**src/rtl/whp_pkg.sv**
```systemverilog
// Shared types and constants for the WAV header parser.
`default_nettype none

package whp_pkg;

  // Width of the packed result beat, rounded up to whole bytes.
  localparam int unsigned ResultBits = 97;
  localparam int unsigned OutDataW   = ((ResultBits + 7) / 8) * 8;

  // Four-character tags as they read from a little-endian 32-bit field.
  localparam logic [31:0] TAG_RIFF = 32'h4646_4952;
  localparam logic [31:0] TAG_WAVE = 32'h4556_4157;
  localparam logic [31:0] TAG_FMT  = 32'h2074_6D66;
  localparam logic [31:0] TAG_DATA = 32'h6174_6164;

  localparam logic [31:0] FMT_SIZE       = 32'd16;
  localparam logic [15:0] FMT_PCM        = 16'd1;
  localparam logic [15:0] CHAN_MONO      = 16'd1;
  localparam logic [15:0] CHAN_STEREO    = 16'd2;
  localparam logic [15:0] UNSIGNED_DEPTH = 16'd8;

  // Header byte positions on which a field completes.
  localparam logic [5:0] POS_RIFF     = 6'd3;
  localparam logic [5:0] POS_WAVE     = 6'd11;
  localparam logic [5:0] POS_FMT      = 6'd15;
  localparam logic [5:0] POS_FMT_SIZE = 6'd19;
  localparam logic [5:0] POS_FORMAT   = 6'd21;
  localparam logic [5:0] POS_CHANNELS = 6'd23;
  localparam logic [5:0] POS_RATE     = 6'd27;
  localparam logic [5:0] POS_BYTERATE = 6'd31;
  localparam logic [5:0] POS_ALIGN_LO = 6'd32;
  localparam logic [5:0] POS_ALIGN_HI = 6'd33;
  localparam logic [5:0] POS_DEPTH    = 6'd35;
  localparam logic [5:0] POS_DATA     = 6'd39;
  localparam logic [5:0] POS_LAST     = 6'd43;

  typedef enum logic [1:0] {
    PH_HEADER  = 2'd0,
    PH_PAYLOAD = 2'd1,
    PH_ERROR   = 2'd2
  } phase_t;

  typedef enum logic [1:0] {
    ST_PARSING  = 2'd0,
    ST_ACCEPTED = 2'd1,
    ST_ERROR    = 2'd2,
    ST_PAYLOAD  = 2'd3
  } status_t;

  typedef enum logic [3:0] {
    ERR_NONE     = 4'd0,
    ERR_RIFF     = 4'd1,
    ERR_WAVE     = 4'd2,
    ERR_FMT      = 4'd3,
    ERR_FMT_SIZE = 4'd4,
    ERR_NOT_PCM  = 4'd5,
    ERR_CHANNELS = 4'd6,
    ERR_BYTERATE = 4'd7,
    ERR_DATA     = 4'd8
  } err_t;

  // One result item as produced for one input byte.
  typedef struct packed {
    logic [31:0] data_length;
    logic        samples_signed;
    logic [1:0]  channel_count;
    logic [15:0] bit_depth;
    logic [31:0] sample_rate;
    logic [7:0]  payload_byte;
    logic [3:0]  error_code;
    logic [1:0]  status;
  } result_t;

endpackage

`default_nettype wire

```
**src/rtl/whp_parse.sv**
```systemverilog
// Header parsing state and the per-byte result logic of the WAV header parser.
`default_nettype none

module whp_parse
  import whp_pkg::*;
(
  input  wire logic       clk,
  input  wire logic       rst_n,
  input  wire logic       accept,
  input  wire logic [7:0] byte_in,
  input  wire logic       restart,
  output result_t         res
);

  logic [5:0]  pos_r, pos_nxt, pos_eff;
  phase_t      phase_r, phase_nxt, phase_eff;
  logic [31:0] shift_r, shift_nxt;
  logic [31:0] rate_r, rate_nxt;
  logic [31:0] byte_rate_r, byte_rate_nxt;
  logic [31:0] diff_r, diff_nxt;
  logic [15:0] depth_r, depth_nxt;
  logic [1:0]  chan_r, chan_nxt;
  logic [31:0] length_r, length_nxt;
  err_t        error_r, error_nxt;
  err_t        err_now;
  logic [15:0] v16;
  logic [39:0] prod;

  // A restart beat parses as byte 0 of a fresh header.
  assign pos_eff   = restart ? '0 : pos_r;
  assign phase_eff = restart ? PH_HEADER : phase_r;
  assign shift_nxt = {byte_in, shift_r[31:8]};
  assign v16       = shift_nxt[31:16];

  // Rate times one block-align byte; shared by both block-align beats.
  assign prod = {8'd0, rate_r} * {32'd0, byte_in};

  // Field checks and captures on the byte that completes each field.
  // Only header bytes are checked; payload and error bytes leave the fields alone.
  always_comb begin
    err_now       = ERR_NONE;
    rate_nxt      = rate_r;
    byte_rate_nxt = byte_rate_r;
    diff_nxt      = diff_r;
    depth_nxt     = depth_r;
    chan_nxt      = chan_r;
    length_nxt    = length_r;
    if (phase_eff == PH_HEADER) begin
      case (pos_eff)
        POS_RIFF:     if (shift_nxt != TAG_RIFF) err_now = ERR_RIFF;
        POS_WAVE:     if (shift_nxt != TAG_WAVE) err_now = ERR_WAVE;
        POS_FMT:      if (shift_nxt != TAG_FMT) err_now = ERR_FMT;
        POS_FMT_SIZE: if (shift_nxt != FMT_SIZE) err_now = ERR_FMT_SIZE;
        POS_FORMAT:   if (v16 != FMT_PCM) err_now = ERR_NOT_PCM;
        POS_CHANNELS: begin
          if (v16 != CHAN_MONO && v16 != CHAN_STEREO) err_now = ERR_CHANNELS;
          chan_nxt = v16[1:0];
        end
        POS_RATE:     rate_nxt = shift_nxt;
        POS_BYTERATE: byte_rate_nxt = shift_nxt;
        // Byte rate must equal rate * (lo + 256 * hi) modulo 2^32; the low
        // partial product is taken off first, the high one is compared next.
        POS_ALIGN_LO: diff_nxt = byte_rate_r - prod[31:0];
        POS_ALIGN_HI: if (diff_r != {prod[23:0], 8'h00}) err_now = ERR_BYTERATE;
        POS_DEPTH:    depth_nxt = v16;
        POS_DATA:     if (shift_nxt != TAG_DATA) err_now = ERR_DATA;
        POS_LAST:     length_nxt = shift_nxt;
        default:      err_now = ERR_NONE;
      endcase
    end
  end

  // Next phase, position and latched error.
  always_comb begin
    phase_nxt = phase_eff;
    pos_nxt   = pos_eff;
    error_nxt = restart ? ERR_NONE : error_r;
    unique case (phase_eff)
      PH_HEADER: begin
        if (err_now != ERR_NONE) begin
          phase_nxt = PH_ERROR;
          error_nxt = err_now;
        end else if (pos_eff == POS_LAST) begin
          phase_nxt = PH_PAYLOAD;
        end else begin
          pos_nxt = pos_eff + 6'd1;
        end
      end
      PH_PAYLOAD: phase_nxt = PH_PAYLOAD;
      PH_ERROR:   phase_nxt = PH_ERROR;
      default:    phase_nxt = PH_ERROR;
    endcase
  end

  // Result of this byte.
  always_comb begin
    status_t st;
    logic    show;
    st   = ST_ERROR;
    show = 1'b0;
    unique case (phase_eff)
      PH_HEADER: begin
        if (err_now != ERR_NONE) begin
          st = ST_ERROR;
        end else if (pos_eff == POS_LAST) begin
          st   = ST_ACCEPTED;
          show = 1'b1;
        end else begin
          st = ST_PARSING;
        end
      end
      PH_PAYLOAD: begin
        st   = ST_PAYLOAD;
        show = 1'b1;
      end
      PH_ERROR:   st = ST_ERROR;
      default:    st = ST_ERROR;
    endcase
    res.status         = st;
    res.error_code     = (st == ST_ERROR) ? error_nxt : ERR_NONE;
    res.payload_byte   = (st == ST_PAYLOAD) ? byte_in : 8'd0;
    res.sample_rate    = show ? rate_r : 32'd0;
    res.bit_depth      = show ? depth_r : 16'd0;
    res.channel_count  = show ? chan_r : 2'd0;
    res.samples_signed = show && (depth_r != UNSIGNED_DEPTH);
    res.data_length    = show ? length_nxt : 32'd0;
  end

  // Control state.
  always_ff @(posedge clk) begin
    if (!rst_n) begin
      pos_r   <= '0;
      phase_r <= PH_HEADER;
      error_r <= ERR_NONE;
    end else if (accept) begin
      pos_r   <= pos_nxt;
      phase_r <= phase_nxt;
      error_r <= error_nxt;
    end
  end

  // Field registers; every one is rewritten before it is shown.
  always_ff @(posedge clk) begin
    if (accept) begin
      shift_r     <= shift_nxt;
      rate_r      <= rate_nxt;
      byte_rate_r <= byte_rate_nxt;
      diff_r      <= diff_nxt;
      depth_r     <= depth_nxt;
      chan_r      <= chan_nxt;
      length_r    <= length_nxt;
    end
  end

endmodule

`default_nettype wire

```
**src/rtl/wav_header_parser.sv**
```systemverilog
// Top level of the WAV header parser: stream handshake and result register.
//
//  Channel  Ports                  Beat contents
//  input    in_tvalid/tready       in_tdata: byte_in; in_tuser: restart
//  result   out_tvalid/tready      out_tdata: status, error_code, payload_byte,
//                                  sample_rate, bit_depth, channel_count,
//                                  samples_signed, data_length
//
// One input beat gives one result beat; a beat is taken every cycle unless the output is stalled.
// The result appears in the cycle after its input beat, from the output register.
// A new beat is taken while the held result is being read out in that cycle.
// Reset clears the parse position, phase, error and the output valid.
// A stalled output holds its beat and stops the input.
`default_nettype none

module wav_header_parser
  import whp_pkg::*;
(
  input  wire logic                clk,
  input  wire logic                rst_n,
  input  wire logic                in_tvalid,
  output logic                     in_tready,
  input  wire logic [7:0]          in_tdata,   // byte_in [7:0]
  input  wire logic                in_tuser,   // restart [0]
  output logic                     out_tvalid,
  input  wire logic                out_tready,
  output logic [OutDataW-1:0]      out_tdata   // status, error_code, payload_byte,
                                               // sample_rate, bit_depth,
                                               // channel_count, samples_signed,
                                               // data_length, zero pad
);

  result_t                res;
  logic                   accept;
  logic                   valid_r;
  logic [OutDataW-1:0]    data_r;

  assign in_tready = !valid_r || out_tready;
  assign accept    = in_tvalid && in_tready;

  whp_parse u_parse (
    .clk     (clk),
    .rst_n   (rst_n),
    .accept  (accept),
    .byte_in (in_tdata),
    .restart (in_tuser),
    .res     (res)
  );

  // Output register.
  always_ff @(posedge clk) begin
    if (!rst_n) begin
      valid_r <= 1'b0;
    end else if (accept) begin
      valid_r <= 1'b1;
    end else if (out_tready) begin
      valid_r <= 1'b0;
    end
  end

  always_ff @(posedge clk) begin
    if (accept) begin
      data_r <= {{(OutDataW - ResultBits){1'b0}}, res};
    end
  end

  assign out_tvalid = valid_r;
  assign out_tdata  = data_r;

endmodule

`default_nettype wire

```
**config.mk**
```make
export PLATFORM = sky130hd
export DESIGN_NAME = wav_header_parser
export DESIGN_NICKNAME = d
export VERILOG_FILES = /design/src/rtl/whp_pkg.sv /design/src/rtl/whp_parse.sv /design/src/rtl/wav_header_parser.sv
export SDC_FILE = /design/constraint.sdc
export NUM_CORES = 1
export LEC_CHECK = 0
export BUFFER_PORTS_ARGS = -buffer_cell sky130_fd_sc_hd__buf_2
export CAP_MARGIN = 20
export CORE_UTILIZATION = 55
export DETAILED_ROUTE_END_ITERATION = 12
export PLACE_DENSITY = 0.73
export SYNTH_ARGS = -nofsm -noshare
export SYNTH_HDL_FRONTEND = slang
export SYNTH_HIERARCHICAL = 1
export SYNTH_SLANG_ARGS = --single-unit
```
**constraint.sdc**
```tcl
create_clock -name clk -period 11.9 [get_ports clk]
set_input_delay 1.19 -clock clk [delete_from_list [all_inputs] [get_ports clk]]
set_output_delay 1.19 -clock clk [all_outputs]
set_load 0.02 [all_outputs]
```
==> results of run 1 <==
## worst min-delay path by stage
stage                  startpoint                  to  slack (ns)
2_1_floorplan    u_parse/pos_r[1]    u_parse/pos_r[1]        0.43
4_1_cts          u_parse/pos_r[1]    u_parse/pos_r[1]        0.46
5_1_grt        u_parse/error_r[1]  u_parse/error_r[1]        0.51
3_5_place_dp     u_parse/pos_r[1]    u_parse/pos_r[1]        0.45
6_report         u_parse/pos_r[1]    u_parse/pos_r[1]        0.45
3_3_place_gp     u_parse/pos_r[1]    u_parse/pos_r[1]        0.44
## routing by layer
layer  routed length, um  GRT usage, %  up-vias
met5                  13             0        -
met4                1130          7.26        2
met3                2820          3.25       62
met2               22800          45.1      478
met1               19700          36.4     6798
li1                    -             -     6036
## stage by stage
step | util, % | hold slack, ns
2_1_floorplan | - | 0.430
3_3_place_gp | 58.5 | 0.443
3_5_place_dp | 58.6 | 0.449
4_1_cts | 61.2 | 0.457
5_1_grt | 61.2 | 0.506
6_report | 61.2 | 0.453
## area by class of cell
type	instances	area (um^2)	area share [%]
Multi-Input combinational cell	1203	10100	47.8
Sequential cell	280	8280	39.2
Clock buffer	39	763	3.61
Timing Repair Buffer	126	676	3.20
Inverter	158	593	2.81
Tap cell	455	569	2.69
Clock inverter	13	149	0.704
Antenna cell	1	2.50	0.0118
## power groups by stage
stage / logic (W) / registers, W / clock network, W
floorplan: 0.00148 / 0.00124 / 0
global placement: 0.00188 / 0.00123 / 0
detailed placement: 0.00192 / 0.00123 / 0
CTS: 0.00193 / 0.00121 / 0.000910
global route: 0.00214 / 0.00121 / 0.000945
finish: 0.00195 / 0.00121 / 0.000889
## registers in the layout, indices dropped and copies added, names as in the netlist, 2 cells and up
register             count
u_parse/byte_rate_r     32
u_parse/error_r          4
u_parse/rate_r          32
u_parse/length_r        32
u_parse/diff_r          32
u_parse/depth_r         16
u_parse/shift_r         24
u_parse/pos_r            6
out_tdata               97
u_parse/phase_r          2
u_parse/chan_r           2
## kinds of logic (layout without fill, tap and decap cells)
kind of cell,count (synthesis),after routing,share of synthesized area (%)
AND/OR/NAND/NOR,611,611,16.4
flip-flops,280,280,42.8
buffers and inverters,253,336,5.15
AO/OA/AOI/OAI,233,233,8.35
adder cells (fa/ha/maj),231,231,21.0
XOR/XNOR,82,82,4.08
multiplexers,39,39,2.24
other,1,8,0.0194
## critical path, stage by stage
cell and delay, ns:
buf_2 0.58, nand2_1 0.21, fa_1 0.62, fa_1 0.43, fa_1 0.46, fa_1 0.50, inv_1 0.04, ha_1 0.54
o21ai_0 0.36, and2_1 0.30, nor3_2 0.48, nor4_1 0.12, or2_2 0.33, ha_1 0.34, a31o_2 0.24, a211o_1 0.23
a21oi_1 0.32, o21ai_1 0.19, a2bb2oi_1 0.19, a22o_1 0.26, o41ai_1 0.35, xnor2_1 0.10
## Yosys cell counts, types with 12 or more instances
master	instances	area, um^2
a21o_1	20	150
a21oi_1	62	310
and2_1	170	1060
and3_1	12	75.1
buf_1	16	60.1
clkbuf_1	66	248
dfxtp_1	13	260
edfxtp_1	267	8020
fa_1	157	3140
ha_1	74	926
inv_1	158	593
mux2_2	34	383
nand2_1	213	800
nand3_1	27	135
nand4_1	16	100
nor2_1	67	251
nor2b_1	14	87.6
nor3_1	17	85.1
nor4_1	17	106
o21ai_0	33	165
o21bai_1	12	90.1
xnor2_1	55	482
xor2_1	22	193
==> flow_summary_export.csv, run 1 <==
group,metric,value,unit
run_status,status,"finished, final reports clean",
timing,rsz0062_at_grt,"no",
detailed_routing,post-route-drc-count,0,
finish,final_cell_mix,"edfxtp_1, nand2_1, and2_1",
detailed_routing,vias,13376,
setup_path,crit_fanout,35,
pwr,power.total,0.00404,W
floorplanning,ios,119,
global_routing,track_usage,26.7,%
clock_network,cts_tree,"yes",
pwr,p_leak,8.44,nW
placed_design,io_buffers,111,
detailed_routing,wire_per_inst,20.4,um
setup_path,cp-endpoint,"u_parse/diff_r[31]",
clock_network,cts_resized,0,
clock_network,cts_buffers,29,
timing,max-slew-margin-rel,39.4,%
setup_path,crit_required,12.21,ns
pwr,switching_share,37.9,%
placed_design,post_dp_cell_area,0.0202,mm^2
yosys,ys_types,90,
yosys,synth_warnings,6,
global_routing,grt_overflow,0,
min_path,hold_depth,2,
floorplanning,die_h,190,um
clock_network,cts.root.buffer_cell,"clkbuf_16",
timing,slew_viol_final,0,
timing,setup_violations,0,
pwr,internal_power,0.00251,W
setup_path,r2r-end,"u_parse/diff_r[31]",
floorplanning,start_util,56.0,%
setup_path,crit_start,"in_tdata[5]",
setup_path,startpoint_type,"input port",
placed_design,place_ws,3.30,ns
detailed_routing,ant_nets,0,
finish,final_common_cell,"edfxtp_1",
floorplanning,rows,68,
global_routing,first_global_vias,13449,
finish,nFillCells,2881,
clock_network,clk_latency,0.57,ns
floorplanning,die_w,190,um
pwr,switchingPower,0.00153,W
clock_network,cts_max_path_buffers,3,
detailed_routing,firstDrtPassIters,5,
setup_path,endpoint_kind,"flip-flop",
finish,fin_cells,2275,
finish,nets,2042,
setup_path,reg2reg_from,"u_parse/rate_r[1]",
timing,worstMarginPinSlew,0.909,ns
job,maxCapViolCount,0,
setup_path,path_class,"in -> reg",
setup_path,crit_arrival,8.43,ns
global_routing,grt_max_degree,71,
min_path,hold_path.class,"reg -> reg",
pwr,p_comb_share,48.1,%
yosys,synthFlopType,"edfxtp_1",
timing,finalHoldViolCount,0,
timing,fmax,0.123,GHz
detailed_routing,totalWireLength,46400,um
finish,drive_above_1_share,13.1,%
global_routing,antenna_found_initial,1,
detailed_routing,drt_first_iter_violations,1109,
yosys,ys_seq_area_share,42.8,%
global_routing,grt_pass1_wl,74300,um
clock_network,path_clk_slew,0.06,ns
timing,tns,0,ns
placed_design,dpl.cell_count,2222,
yosys,synth-edff-count,267,
clock_network,cts_sinks,280,
timing,fin_crit_sh,68.2,%
yosys,avgSynthCellArea,11.2,um^2
timing,fin_ws,3.78,ns
clock_network,post_cts_buffers,0,
pwr,pwr-share-seq,29.9,%
timing,finClkSkew,0.0224,ns
yosys,synthArstFlopShare,0,%
yosys,syn_area,0.0194,mm^2
floorplanning,dieArea,0.0359,mm^2
pwr,clkPwrFrac,22.0,%
setup_path,reg2reg_depth,21,
clock_network,holdBufCountCts,0,
yosys,synth_seq_cells,280,
yosys,synthCells,1730,
finish,fin_area,0.0211,mm^2
placed_design,dp_hpwl,33200,um
floorplanning,coreArea,0.0345,mm^2
finish,area_growth,9.25,%
pwr,ir_worst_vdd,142,uV
detailed_routing,via_per_inst,5.88,
timing,period_minus_slack,8.12,ns
clock_network,htree_levels,1,
placed_design,finalWeightedCongestion,0.975,
setup_path,reg2reg_slack,4.38,ns
pwr,powerDensity,191,mW/mm^2
Power figures use the tool's default switching activity.
==> inputs of run 2 (changes only) <==
Settings changed: PLACE_DENSITY 0.73 to 0.76.
Clock period 11.9 ns to 7.1 ns, I/O delays scaled along.
==> run 2 against run 1 <==
Combinational power rose by 96%. Power rose by 82%. Highest routed layer unchanged. Final area rose by 4.5%. Routed wire length rose by 6.7%. Via count rose by 4.2%.
==> flow_summary_export.csv, run 2 (synthesized netlist as in run 1, its figures left out) <==
group,metric,value,unit
setup_path,endpoint_kind,"flip-flop",
timing,tns,0,ns
setup_path,crit_arrival,7.10,ns
pwr,powerDensity,334,mW/mm^2
placed_design,io_buffers,111,
pwr,p_leak,9.05,nW
finish,largest_reg_flops,97,
min_path,hold_depth,3,
global_routing,first_global_vias,14262,
detailed_routing,ant_nets,0,
min_path,hold-path-endpoint,"out_tvalid",
placed_design,finalWeightedCongestion,0.912,
floorplanning,coreArea,0.0345,mm^2
setup_path,reg2reg_slack,0.30,ns
global_routing,grt_max_degree,87,
detailed_routing,wire_per_inst,20.6,um
min_path,hold_path.class,"in -> reg",
setup_path,startpoint_type,"flip-flop",
finish,final_cell_mix,"edfxtp_1, nand2_1, and2_1",
timing,worstMarginPinSlew,0.857,ns
floorplanning,ios,119,
timing,whs,0.385,ns
setup_path,crit_fanout,9,
setup_path,r2r-end,"u_parse/diff_r[31]",
global_routing,antenna_found_initial,4,
finish,drive_above_1_share,19.0,%
finish,final_common_cell,"edfxtp_1",
detailed_routing,totalWireLength,49500,um
global_routing,track_usage,28.4,%
detailed_routing,drt_first_iter_violations,1169,
finish,nFillCells,2740,
clock_network,cts_buffers,29,
clock_network,holdBufCountCts,0,
setup_path,crit_required,7.40,ns
setup_path,reg2reg_from,"u_parse/rate_r[9]",
clock_network,cts_tree,"yes",
clock_network,cts_sinks,280,
clock_network,cts_max_path_buffers,3,
min_path,hp-start,"in_tvalid",
placed_design,dp_hpwl,36100,um
timing,period_minus_slack,6.80,ns
floorplanning,die_w,190,um
timing,setup_violations,0,
timing,fmax,0.147,GHz
detailed_routing,firstDrtPassIters,6,
global_routing,grt_overflow,0,
pwr,ir_worst_vdd,282,uV
floorplanning,dieArea,0.0359,mm^2
clock_network,clk_latency,0.57,ns
detailed_routing,vias,13938,
clock_network,cts.root.buffer_cell,"clkbuf_16",
floorplanning,die_h,190,um
run_status,status,"finished, final reports clean",
timing,finalHoldViolCount,0,
timing,finClkSkew,0.0160,ns
global_routing,grt_pass1_wl,78600,um
timing,fin_crit_sh,95.8,%
job,maxCapViolCount,0,
timing,slew_viol_final,0,
detailed_routing,via_per_inst,5.81,
setup_path,path_class,"reg -> reg",
setup_path,reg2reg_depth,23,
floorplanning,start_util,56.0,%
finish,nets,2165,
detailed_routing,post-route-drc-count,0,
finish,area_growth,14.2,%
timing,max-slew-margin-rel,42.9,%
clock_network,path_clk_slew,0.07,ns
clock_network,htree_levels,1,
floorplanning,rows,68,
run 2: cell types whose count changed in the layout (fill, tap and decap cells not counted), sizes merged:
cell,delta
buf,+123
clkinv,+2
clkbuf,-1
clkinvlp,-1
inv,+1
run 2: worst max-delay path, cell delays in order (launching register included):
cell and delay (ns):
edfxtp_1 0.55, nand2_1 0.13, fa_1 0.54, fa_1 0.58, fa_1 0.45, fa_1 0.51
inv_1 0.05, ha_1 0.28, a21o_1 0.19, o21bai_4 0.17, a221o_1 0.36, a21oi_2 0.24
xor2_1 0.18, ha_1 0.26, o21ai_0 0.17, nand2b_1 0.11, a31o_2 0.26, a211o_1 0.25
a21oi_2 0.19, o21ai_1 0.15, a2bb2oi_1 0.19, a22o_1 0.28, o41ai_2 0.29, xnor2_1 0.11
run 2: final cells by class:
cell class	instances	area (um^2)	share of cell area [%]
Antenna cell	1	2.50	0.0113
Clock buffer	38	769	3.48
Clock inverter	15	170	0.770
Inverter	158	593	2.68
Multi-Input combinational cell	1203	10100	45.8
Sequential cell	280	8280	37.5
Tap cell	455	569	2.58
Timing Repair Buffer	249	1590	7.20
run 2: metrics by stage:
step                utilization, %  power, W  area, um^2  worst slack, ns  cells
finish                        64.0   0.00737       22100            0.301   2399
global route                  64.0   0.00782       22100         -0.00649   2398
CTS                           63.7   0.00735       22000            0.237   2388
detailed placement            61.0   0.00580       21100          -0.0630   2335
global placement              61.0   0.00572       21100          -0.0137   2335
floorplan                        -   0.00457       19400           0.0118   1736
run 2: worst max-delay path by stage:
| stage | start | end | slack [ns] | cells after the start |
|---|---|---|---|---|
| 2_1_floorplan | in_tdata[3] | u_parse/diff_r[31] | 0.01 | 27 |
| 3_3_place_gp | in_tdata[2] | u_parse/diff_r[30] | -0.01 | 25 |
| 3_5_place_dp | in_tdata[5] | u_parse/diff_r[31] | -0.06 | 24 |
| 4_1_cts | u_parse/rate_r[6] | u_parse/diff_r[31] | 0.24 | 23 |
| 5_1_grt | u_parse/rate_r[3] | u_parse/diff_r[31] | -0.006 | 26 |
| 6_report | u_parse/rate_r[9] | u_parse/diff_r[31] | 0.30 | 23 |
run 2: power by group:
group	total, W	switching [W]	internal (W)
combinational	0.00382	0.00206	0.00177
sequential	0.00203	0.0000376	0.00199
clock	0.00152	0.000647	0.000876
total	0.00737	0.00274	0.00463
run 2: per-layer routing:
metal	vias up	global-route usage (%)	share of wire (%)
met1	6945	38.3	42
met3	101	6.46	8.5
li1	6288	-	-
met2	598	45.2	47
met4	6	9.93	3.1
met5	-	0	0.071
run 2: timing repair:
action | CTS | global route
gates resized for setup | 0 | 4
setup buffers | 0 | 10
endpoints found under the setup margin | 0 | 3
==> inputs of run 3 (changes only) <==
==> constraint.sdc (replaced) <==
create_clock -name clk -period 7.1 [get_ports clk]
set_input_delay 0.355 -clock clk [delete_from_list [all_inputs] [get_ports clk]]
set_output_delay 0.355 -clock clk [all_outputs]
set_load 0.02 [all_outputs]
==> run 3 against run 2 <==
Register-to-register slack about the same. Sequential share of layout area rose by 0.73 points. Sequential power hardly changed. Global-route usage decreased by 0.91 points. Non-clock buffer count is 81 lower. Die area unchanged. Final area is 1.9% lower. Combinational power decreased by 12%.
==> flow_summary_export.csv, run 3 (synthesized netlist as in run 1, its figures left out) <==
group,metric,value,unit
run_status,status,"finished, final reports clean",
clock_network,cts_sinks,280,
detailed_routing,totalWireLength,48500,um
floorplanning,ios,119,
floorplanning,start_util,56.0,%
placed_design,post_dp_cell_area,0.0205,mm^2
finish,nets,2085,
timing,finClkSkew,0.0108,ns
global_routing,first_global_vias,13867,
timing,tns,0,ns
finish,num_antenna_cells,0,
finish,regArea,0.00828,mm^2
detailed_routing,post-route-drc-count,0,
detailed_routing,top_layer,"met5",
detailed_routing,wl_met1,19600,um
detailed_routing,ant_nets,0,
detailed_routing,drt_first_iter_violations,1241,
finish,final_common_cell,"edfxtp_1",
detailed_routing,route.met2.wl,23100,um
clock_network,cts_buffers,30,
global_routing,grt_pass1_wl,75700,um
setup_path,crit_arrival,7.11,ns
pwr,p_leak,8.75,nW
finish,nFillCells,2768,
timing,fin_crit_sh,95.8,%
timing,finalHoldViolCount,0,
finish,drive_above_1_share,16.1,%
setup_path,crit_fanout,9,
timing,slew_viol_final,0,
setup_path,endpoint_kind,"flip-flop",
finish,fin_area,0.0217,mm^2
finish,largest_reg_flops,97,
timing,fmax,0.147,GHz
timing,rsz0062_at_grt,"no",
detailed_routing,vias,13593,
clock_network,path_clk_slew,0.06,ns
placed_design,dp_hpwl,35300,um
global_routing,track_usage,27.5,%
finish,area_growth,12.0,%
setup_path,startpoint_type,"flip-flop",
global_routing,grt_max_degree,69,
pwr,ir_worst_vdd,274,uV
placed_design,io_buffers,111,
clock_network,clk_latency,0.58,ns
floorplanning,coreArea,0.0345,mm^2
timing,whs,0.0405,ns
finish,final_cell_mix,"edfxtp_1, nand2_1, and2_1",
setup_path,crit_required,7.41,ns
finish,multi_input_area,0.0101,mm^2
pwr,powerDensity,330,mW/mm^2
timing,max-slew-margin-rel,40.4,%
timing,setup_violations,0,
floorplanning,die_w,190,um
detailed_routing,wire_per_inst,20.9,um
job,maxCapViolCount,0,
global_routing,grt_overflow,0,
timing,period_minus_slack,6.80,ns
global_routing,antenna_found_initial,3,
clock_network,cts_tree,"yes",
clock_network,cts.root.buffer_cell,"clkbuf_16",
clock_network,htree_levels,1,
detailed_routing,firstDrtPassIters,5,
clock_network,holdBufCountCts,0,
floorplanning,die_h,190,um
detailed_routing,wl_met3,4300,um
min_path,hold_path.class,"in -> reg",
detailed_routing,via_per_inst,5.86,
setup_path,path_class,"reg -> reg",
timing,worstMarginPinSlew,0.894,ns
floorplanning,dieArea,0.0359,mm^2
floorplanning,rows,68,
placed_design,finalWeightedCongestion,0.959,
clock_network,cts_max_path_buffers,3,
## run 3: changes by cell type in the layout (fill, tap and decap cells not counted), sizes merged
cell      previous run  this run
diode                1         0
buf                249       168
bufinv               3         7
clkinvlp             0         1
inv                161       162
clkbuf              38        35
## run 3: area by class of cell
cell class	count	share of cell area [%]
clock buffers	35	3.79
clock inverters	21	1.39
inverters	158	2.74
multi-input cells	1203	46.7
flip-flops and latches	280	38.2
well taps	455	2.63
repair buffers	168	4.54
## run 3: worst max-delay path, cell delays in order, from the launching register on
cell and delay (ns):
edfxtp_1 0.55, nand2_1 0.14, fa_1 0.55, fa_1 0.57
fa_1 0.43, fa_1 0.50, inv_1 0.04, ha_1 0.31
a21o_1 0.21, o21bai_4 0.20, a221o_1 0.37, a21oi_2 0.21
xor2_1 0.19, ha_1 0.30, o21ai_0 0.18, nand2b_1 0.12
a31o_2 0.27, a211o_1 0.25, a21oi_1 0.20, o21ai_1 0.18
a2bb2oi_1 0.19, a22o_1 0.26, o41ai_2 0.23, xnor2_1 0.11
## run 3: report_power, final
group	leakage [nW]	switching (W)	total [W]	internal, W
registers	2.63	0.0000375	0.00203	0.00199
clock network	0.555	0.000687	0.00177	0.00108
logic	5.56	0.00192	0.00336	0.00144
total	8.75	0.00265	0.00716	0.00451
## run 3: worst paths after layout
path,startpoint,end,slack [ns],cells after the start
worst max-delay path,u_parse/rate_r[9],u_parse/diff_r[31],0.30,23
worst min-delay path,in_tvalid,out_tvalid,0.04,3
worst max register to register,u_parse/rate_r[9],u_parse/diff_r[31],0.30,23
worst min register to register,u_parse/pos_r[1],u_parse/pos_r[1],0.46,2
## run 3: metrics by stage
step                      worst slack (ns)  util, %  cells  power (W)
after floorplan                      0.345        -   1736    0.00457
after global placement              0.0646     59.3   2256    0.00528
after detailed placement            0.0914     59.3   2256    0.00534
after CTS                           0.0841     62.5   2312    0.00714
after global routing               0.00311     62.7   2320    0.00757
final                                0.301     62.7   2320    0.00716
## run 3: what timing repair did
action,4_1_cts,5_1_grt
buffers inserted,0,8
gates resized for setup,0,6
setup endpoints to repair,0,4
## run 3: layer usage
metal / track usage, % / up-vias
li1: - / 6121
met2: 45.1 / 643
met3: 4.93 / 119
met5: 0 / -
met1: 36.9 / 6704
met4: 9.37 / 6
